$ cat config.mk
export PLATFORM = sky130hd
export DESIGN_NAME = ncc_ram
export DESIGN_NICKNAME = d
export VERILOG_FILES = /design/src/rtl/ncc_ram.sv
export SDC_FILE = /design/constraint.sdc
export NUM_CORES = 1
export LEC_CHECK = 0
export ABC_AREA = 1
export BUFFER_PORTS_ARGS = -buffer_cell sky130_fd_sc_hd__buf_2
export CORE_MARGIN = 5
export CORE_UTILIZATION = 55
export CTS_BUF_LIST = sky130_fd_sc_hd__clkbuf_4 sky130_fd_sc_hd__clkbuf_8
export CTS_CLUSTER_DIAMETER = 100
export CTS_CLUSTER_SIZE = 40
export DETAILED_ROUTE_END_ITERATION = 6
export PLACE_DENSITY_LB_ADDON = 0.05
export SETUP_SLACK_MARGIN = 0.15
export SYNTH_ARGS = -nofsm -noshare
export SYNTH_HDL_FRONTEND = slang
export SYNTH_SLANG_ARGS = --single-unit
$ cat constraint.sdc
create_clock -name clk -period 2.2 [get_ports clk]
set_input_delay 0.44 -clock clk [delete_from_list [all_inputs] [get_ports clk]]
set_output_delay 0.44 -clock clk [all_outputs]
set_load 0.005 [all_outputs]
$ cat src/rtl/ncc_ram.sv
// ----------------------------------------------------------------------------
// ncc_ram
// Simple dual-port RAM, one write and one read port, registered read data.
// ----------------------------------------------------------------------------
`timescale 1ns / 1ps

module ncc_ram #(
  parameter int DEPTH = 16,
  parameter int WIDTH = 16
) (
  input  logic                     clk,
  input  logic                     we,
  input  logic [$clog2(DEPTH)-1:0] waddr,
  input  logic [WIDTH-1:0]         wdata,
  input  logic [$clog2(DEPTH)-1:0] raddr,
  output logic [WIDTH-1:0]         rdata
);

  logic [WIDTH-1:0] mem [DEPTH];

  always_ff @(posedge clk) begin
    if (we) begin
      mem[waddr] <= wdata;
    end
  end

  always_ff @(posedge clk) begin
    rdata <= mem[raddr];
  end

endmodule

Word-level counts from Yosys, hierarchy flattened
Memory sizes are Yosys's and may differ from the RTL's. A register that Yosys moved wholly into a read port is not among the register bits.
Index checks and enable logic that the tools add are counted.
{"block": "word_totals", "n_memories": 1, "mem_bits_rw": 256, "out_inout_bits": 16, "inputBits": 26, "elab_cells": 3, "register_bits": 0}
{"block": "classes", "n_mux": 2}
{"name": "mem", "depth": 16, "word_bits": 16, "rd": 1, "rd_clocked_by_memory_dff": 1, "write_ports": 1, "line_no": "19", "source": "logic [WIDTH-1:0] mem [DEPTH];"}
{"operator": "1-bit two-way mux", "count": 2}

Longest topological paths before layout
Gate-level depths: netlist of run 1.
{"block": "logic_depth", "ltp_word": 2, "depth_mapped": 9, "depth_no_buf": 7}

Worst setup path before layout of run 1
Ideal clock, no wire load.
{"block": "synth_timing", "path_kind": "input -> register", "startpoint": "input port waddr[2]", "endpoint": "memory mem[10][0] (enable)", "setup_slack_ps": 460, "path_stages": 2, "n_path_buf": 0, "arrival_ps": 1351, "t_required_ps": 1812, "setup_time_ps": 388, "cell_sequence": "nand3b_1 > nor2_1"}
{"element": "from (decl)", "line_no": "13", "source": "input logic [$clog2(DEPTH)-1:0] waddr,"}
{"element": "to (decl)", "line_no": "19"}
No word-level cell before the write port.

Worst setup path after layout of run 1
{"block": "layout_timing", "startpoint": "register rdata[8] (read register of mem)", "endpoint": "output port rdata[8]"}
{"element": "from (decl)", "line_no": "16", "source": "output logic [WIDTH-1:0] rdata"}
No word-level cell between the ends.

==> results.cfg, run 1 <==
[floorplanning]
die_h_um = 154
die_area_um2 = 23700
core_area_um2 = 20300
die_w_um = 154
io_pins = 42
initial_core_util = 0.561
rows = 52

[sta]
fmax_mhz = 622
fin_setup_tns_ns = 0
rsz0062_at_grt = false
max-slew-margin-rel = 0.671
tightest_slew_ns = 0.493
finalHoldViolCount = 0
finClkSkew_ns = 0.0690
layout_worst_path_cycle_share = 0.730
slew_violations = 0
min_period_ns = 1.61
hold_slack_ns = 0.233
setup_viol = 0

[clock_network]
cts_max_path_buffers = 3
clkTransAtPathRegs_ns = 0.22
cts_resized = 0
postCtsHoldBufs = 0
clockRootBuffer = clkbuf_8
cts.sinks = 272
cts_tree = done
cts_max_level = 1
clk_latency_ns = 0.55
cts_setup_buffers = 0
numCtsBuffers = 11

[route]
firstDrtPassIters = 5
drt-wirelength-per-cell_um = 18.8
ant_nets = 0
post-route-drc-count = 0
drtIter0Drc = 552
via_count = 7239
routed_wl_um = 26400
via_per_inst = 5.17

[logic_synthesis]
syn_nets = 1100
synth_top_area_frac = 0.675
ys_seq_area_frac = 0.704
ys_ff_latch = 272
netlist_area_um2 = 11400
ys_warn_count = 0
synth_area_leaders = edfxtp_1, nand2_1, nand3_1
synth_cell_types = 13
synth_top_area_cell = edfxtp_1
syn_area_per_cell_um2 = 10.6
synthCells = 1074

[critical_path]
crit_fanout = 1
cp-startpoint = rdata[8]
rrSetupSlack_ns = 1.15
worstPathCellList = buf_2
end_kind = output port
worst_setup_path_start_kind = register
critPathKind = register to output port
required_ns = 1.76
cp_top_family = flip-flops
crit_buf_inv = 1
max_stage_delay_ns = 0.47
arrival_ns = 1.17
r2r_start = mem[15][5]
crit_slowest_cell = dfxtp_1

[global_routing]
antenna_found_initial = 1
grt_usage = 0.223
gr-total-overflow = 0
grt_max_degree = 75
grt_pass1_vias = 6743
grt_pass1_wl_um = 40200

[place]
hpwl_um = 16000
gp_congestion = 0.835
port_buffers = 41

[min_path]
hp-class = primary input to register
min_from = wdata[15]

[power_and_ir_drop]
power.density_nw_per_um2 = 691
leakage_uw = 0.00532
irDropWorstVdd_v = 0.000664

[layout]
synthToLayoutAreaGrowth_pct = 8.37
drive_above_1_share = 0.111
fin_nets = 1153
fillers = 1706
final_util = 0.608

[run_status]
status = finished clean

[run]
cap_violations = 0
## stage by stage
step / setup slack, ns / instances / total power, uW / area (um2)
2_1_floorplan: 0.460 / 1074 / 6320 / 11400
3_3_place_gp: 0.343 / 1384 / 6630 / 12100
3_5_place_dp: 0.334 / 1384 / 6640 / 12100
4_1_cts: 0.601 / 1400 / 8600 / 12300
5_1_grt: 0.562 / 1400 / 8880 / 12300
6_report: 0.593 / 1401 / 8530 / 12300
## placed cells by master (no fill, tap or decap)
cell type	n
nand3_1	193
buf_2	40
inv_2	1
nand2_1	341
clkbuf_4	2
inv_6	1
nand3b_1	2
nor2_1	1
clkinv_16	1
dfxtp_1	16
diode_2	1
inv_8	1
edfxtp_1	256
inv_1	196
clkbuf_8	11
inv_4	1
nor2_2	16
buf_12	6
buf_4	45
## final timing paths
| kind | depth (start not counted) | endpoint |
|---|---|---|
| worst max-delay path | 1 | rdata[8] |
| worst min-delay path | 1 | mem[8][15] |
| worst max register to register | 6 | rdata[5] |
| worst min register to register | 6 | rdata[14] |
## flip-flops by register name (all words and copies together) (netlist names)
name   cells
mem      256
rdata     16
## cells in the mapped netlist
master and count:
buf_1 1, buf_2 19, buf_4 18, buf_6 3, clkbuf_1 10, dfxtp_1 16, edfxtp_1 256, inv_1 196
inv_2 2, nand2_1 341, nand3_1 193, nand3b_1 2, nor2_1 17
## power by group
part           switching, uW  leakage, uW  internal, uW  total (uW)
clock                   1460     0.000110           552        2010
sequential              39.2      0.00245          5780        5820
combinational            477      0.00276           216         693
## kinds of logic (layout without fill, tap and decap cells)
kind of cell / after synthesis / count (layout) / share of synthesized area
buffers and inverters: 249 / 305 / 0.0921
DFF: 272 / 272 / 0.704
other: 0 / 1 / 0
and+or+nand+nor: 553 / 553 / 0.204
## metal layers
metal | global-route usage | vias up | share of wire | wire length (um)
met5 | 0 | - | 0.00049 | 13
met4 | 0.0383 | 2 | 0.013 | 338
met3 | 0.0329 | 25 | 0.069 | 1820
met2 | 0.355 | 219 | 0.47 | 12400
met1 | 0.337 | 3453 | 0.45 | 11900
li1 | - | 3540 | - | -
## area by class of cell
type | count | area (um2) | area share
flip-flops and latches | 272 | 8010 | 0.649
multi-input cells | 553 | 2360 | 0.192
inverters | 198 | 746 | 0.0605
repair buffers | 91 | 658 | 0.0534
well taps | 270 | 338 | 0.0274
clock buffers | 13 | 166 | 0.0135
clock inverters | 3 | 50.0 | 0.00406
diodes | 1 | 2.50 | 0.000203
No activity file was read; power rests on OpenSTA's default activity.
==> run 2: changes to the inputs <==
clock period = 1.3 ns   (was 2.2 ns; I/O delays follow)
==> run 2 against run 1 <==
Compared with the run above: the flow now finishes with violations (setup timing); via count decreased by 0.17%; cell count grew 0.79%; sequential share of layout area is 3.0 points lower; wire length shrank 2.1%; first-iteration DRC count rose by 2.5%; global-route usage down 0.18 points; sequential power rose by 70%; clock-buffer cell count rose by 1; power is 72% higher; utilization grew 3.2 points; critical endpoint is now rdata[14]; largest power group unchanged.
==> results.cfg, run 2 (same netlist as run 1, synthesis figures left out) <==
[run_status]
status = complete, but fails checks
violations = setup timing

[sta]
setup_viol = 3
max-slew-margin-rel = 0.752
tightest_slew_ns = 0.372
fmax_mhz = 748
layout_worst_path_cycle_share = 1.03
finClkSkew_ns = 0.0797
rsz0062_at_grt = true
slew_violations = 0
min_period_ns = 1.34
finalHoldViolCount = 0
fin_ws_ns = -0.0366

[min_path]
hp-class = primary input to register

[route]
via_count = 7227
firstDrtPassIters = 5
ant_nets = 0
via_per_inst = 5.12
routed_wl_um = 25900
drtIter0Drc = 566
drt-wirelength-per-cell_um = 18.3
post-route-drc-count = 0

[layout]
drive_above_1_share = 0.139
final_util = 0.639
layout_common_cells = nand2_1, edfxtp_1, inv_1, nand3_1, buf_12
largest_register_ffs = 256
fin_nets = 1164
final_cells = 1412
synthToLayoutAreaGrowth_pct = 14.0
largest_register = mem
final_area_um2 = 13000
layout_commonest_cell = nand2_1
reg_top3 = mem x256, rdata x16
n_antenna_cell = 0

[floorplanning]
core_area_um2 = 20300
rows = 52
initial_core_util = 0.561
die_h_um = 154
io_pins = 42
die_area_um2 = 23700
die_w_um = 154

[clock_network]
numCtsBuffers = 11
cts.sinks = 272
cts_tree = done
cts_setup_buffers = 0
clockRootBuffer = clkbuf_8
clk_latency_ns = 0.55
postCtsHoldBufs = 0
clkTransAtPathRegs_ns = 0.22
cts_max_level = 1
cts_max_path_buffers = 3

[critical_path]
crit_end = rdata[14]
crit_slowest_cell = dfxtp_4
required_ns = 1.04
rrSetupSlack_ns = 0.25
worst_setup_path_start_kind = register
path_depth = 1
end_kind = output port
cp-startpoint = rdata[14]
r2r_start = mem[9][15]
arrival_ns = 1.08
crit_fanout = 1
critPathKind = register to output port
crit_buf_inv = 1
worstPathCellList = buf_6
max_stage_delay_ns = 0.41
cp_top_family = flip-flops
r2r-end = rdata[15]
reg2reg_depth = 6

[run]
cap_violations = 0

[global_routing]
gr-total-overflow = 0
grt_pass1_vias = 7037
grt_pass1_wl_um = 40400
grt_max_degree = 60
antenna_found_initial = 0
grt_usage = 0.221

[place]
hpwl_um = 16500
placed_cells = 1395
port_buffers = 41
place_area_um2 = 12700
dp_slack_ns = -0.0909
gp_congestion = 0.835

[power_and_ir_drop]
leakage_uw = 0.00551
power.density_nw_per_um2 = 1130
irDropWorstVdd_v = 0.00124
==> run 2: cell types whose count changed in the layout (fill, tap and decap cells not counted), moves of 7 or more <==
cell	previous run	this run
dfxtp_1	16	3
buf_12	6	35
nor2_2	16	0
buf_4	45	27
dfxtp_2	0	10
nor2_4	0	17
buf_2	40	33
buf_6	0	7
==> run 2: final cells by class <==
cell class,count,area (um2)
clock buffers,14,174
clock inverters,3,51.3
fillers,1634,7320
inverters,198,746
multi-input cells,553,2490
flip-flops and latches,272,8030
well taps,270,338
repair buffers,102,1150
==> run 2: worst min path at each step <==
stage / start / end / slack (ns) / depth (start not counted)
2_1_floorplan: wdata[0] / mem[0][0] / 0.36 / 0
3_3_place_gp: raddr[3] / rdata[15] / 0.62 / 3
3_5_place_dp: raddr[3] / rdata[5] / 0.63 / 3
4_1_cts: raddr[3] / rdata[0] / 0.02 / 3
5_1_grt: raddr[3] / rdata[0] / 0.01 / 3
6_report: raddr[3] / rdata[0] / 0.05 / 3
==> run 2: power by group <==
part           leakage (uW)  switching [uW]  internal, uW
registers           0.00245            75.1          9800
logic               0.00295             856           495
clock network      0.000115            2500           957
==> run 2: through the flow <==
step | total power, uW | hold slack, ns | TNS (ns)
finish | 14700 | 0.0451 | -0.0890
global route | 15300 | 0.0147 | -0.763
CTS | 14800 | 0.0158 | -0.409
detailed placement | 11400 | 0.625 | -5.87
global placement | 11400 | 0.622 | -4.83
floorplan | 10700 | 0.359 | -5.02
==> run 2: timing repair <==
| action | CTS | global route |
|---|---|---|
| setup endpoints to repair | 16 | 18 |
| resized for setup | 17 | 9 |
| pin swaps | 0 | 0 |
| endpoints found under the hold margin | 0 | 0 |
==> run 2: per-layer routing <==
layer / GRT usage / share of wire
met1: 0.305 / 0.44
met2: 0.384 / 0.50
met3: 0.0239 / 0.039
met4: 0.0496 / 0.020
met5: 0 / 0
==> run 3: changes to the inputs <==
CORE_UTILIZATION = 58   (was 55)
==> run 3 against run 2 <==
Compared with the run above: the flow still finishes with violations (setup timing); non-clock buffer count decreased by 3; sequential share of layout area rose by 0.36 points; setup slack improved by 0.0072 ns; power down 0.30%; wire length fell by 1.3%; clock-buffer cell count did not move; die area decreased by 4.8%; sequential cell count did not move; register-to-register slack improved by 0.12 ns; critical endpoint is now rdata[8]; largest power group unchanged; highest routed layer unchanged.
==> results.cfg, run 3 (same netlist as run 1, synthesis figures left out) <==
[route]
ant_nets = 0
post-route-drc-count = 0
via_per_inst = 5.15
drt-wirelength-per-cell_um = 18.2
drtIter0Drc = 493
via_count = 7226
routed_wl_um = 25500
firstDrtPassIters = 5

[sta]
layout_worst_path_cycle_share = 1.02
fmax_mhz = 752
max-slew-margin-rel = 0.811
setup_viol = 2
tightest_slew_ns = 0.283
finClkSkew_ns = 0.0314
slew_violations = 0
min_period_ns = 1.33
finalHoldViolCount = 0
hold_slack_ns = 0.0315
rsz0062_at_grt = true
fin_ws_ns = -0.0294

[layout]
drive_above_1_share = 0.132
layout_common_cells = nand2_1, edfxtp_1, inv_1, nand3_1, buf_2
layout_commonest_cell = nand2_1
final_util = 0.664
largest_register_ffs = 256
synthToLayoutAreaGrowth_pct = 13.2
final_area_um2 = 12900
fin_nets = 1161
n_antenna_cell = 0
largest_register = mem
reg_top3 = mem x256, rdata x16

[run_status]
status = complete, but fails checks
violations = setup timing

[global_routing]
use_met3 = 0.0267
grt_pass1_wl_um = 39300
grt_usage = 0.235
antenna_found_initial = 0
grt_pass1_vias = 6877
gr-usage-met2 = 0.415
top_usage_layer = met2
gr-total-overflow = 0
grt_util_met1 = 0.312
grt_max_degree = 51

[floorplanning]
die_w_um = 150
io_pins = 42
core_area_um2 = 19400
initial_core_util = 0.587
rows = 51
die_h_um = 150
die_area_um2 = 22500

[run]
cap_violations = 0

[power_and_ir_drop]
cell_internal_pwr_uw = 11300
power.density_nw_per_um2 = 1140
total_power_uw = 14600
seq_power_share = 0.674
power_switching_uw = 3380
pwr-share-comb = 0.088
leakage_uw = 0.00547
clkPwrFrac = 0.239
irDropWorstVdd_v = 0.00133
switching_share = 0.231

[critical_path]
critPathKind = register to output port
arrival_ns = 1.07
worstPathCellList = buf_6
crit_buf_inv = 1
max_stage_delay_ns = 0.41
end_kind = output port
crit_fanout = 1
cp_top_family = flip-flops
worst_setup_path_start_kind = register
required_ns = 1.04
crit_slowest_cell = dfxtp_4

[clock_network]
numCtsBuffers = 11
clockRootBuffer = clkbuf_8
clk_latency_ns = 0.54
postCtsHoldBufs = 0
cts_max_level = 1
clkTransAtPathRegs_ns = 0.21
cts_tree = done
cts_setup_buffers = 0
cts_max_path_buffers = 3
cts.sinks = 272
cts_resized = 14

[min_path]
hp-class = primary input to register

[place]
hpwl_um = 15300
dp_slack_ns = -0.0578
place_area_um2 = 12600
port_buffers = 41
gp_congestion = 0.793
==> run 3: cell types whose count changed in the layout (fill, tap and decap cells not counted), moves of 2 or more <==
cell,delta
nand3_1,+3
dfxtp_1,+3
buf_12,-3
dfxtp_4,-2
nand3_2,-3
==> run 3: cell type report <==
class                   count  area [um2]
clock buffers              14         174
clock inverters             3        58.8
fillers                  1551        6510
inverters                 198         744
multi-input cells         553        2470
flip-flops and latches    272        8020
well taps                 265         332
repair buffers             99        1080
==> run 3: power by group through the flow <==
stage	Combinational (uW)	Sequential, uW	Clock, uW
after global routing	1430	9880	3900
after floorplan	696	10000	0
after CTS	1290	9860	3600
after global placement	1260	10000	0
final	1280	9860	3490
after detailed placement	1270	10000	0
==> run 3: worst register-to-register path: cells and delay by family (launching register included) <==
| kind | cells | cell delay (ns) |
|---|---|---|
| flops | 1 | 0.41 |
| simple gates | 5 | 0.38 |
| buf+inv | 1 | 0.06 |
==> run 3: per-stage QoR <==
| stage | instances | TNS (ns) |
|---|---|---|
| 2_1_floorplan | 1074 | -5.02 |
| 3_3_place_gp | 1387 | -5.04 |
| 3_5_place_dp | 1387 | -6.60 |
| 4_1_cts | 1404 | -0.202 |
| 5_1_grt | 1404 | -0.524 |
| 6_report | 1404 | -0.0301 |
==> run 3: worst paths after layout <==
path / startpoint / to / slack (ns) / depth (start not counted)
setup reg to reg: mem[6][7] / rdata[7] / 0.37 / 6
hold / removal: raddr[3] / rdata[1] / 0.03 / 3
hold reg to reg: mem[11][8] / rdata[8] / 0.66 / 6
setup / recovery: rdata[8] / rdata[8] / -0.03 / 1
==> run 3: routing by layer <==
layer | part of all wire | vias up
li1 | - | 3560
met5 | 0 | -
met4 | 0.026 | 0
met1 | 0.42 | 3452
met2 | 0.51 | 171
met3 | 0.043 | 43
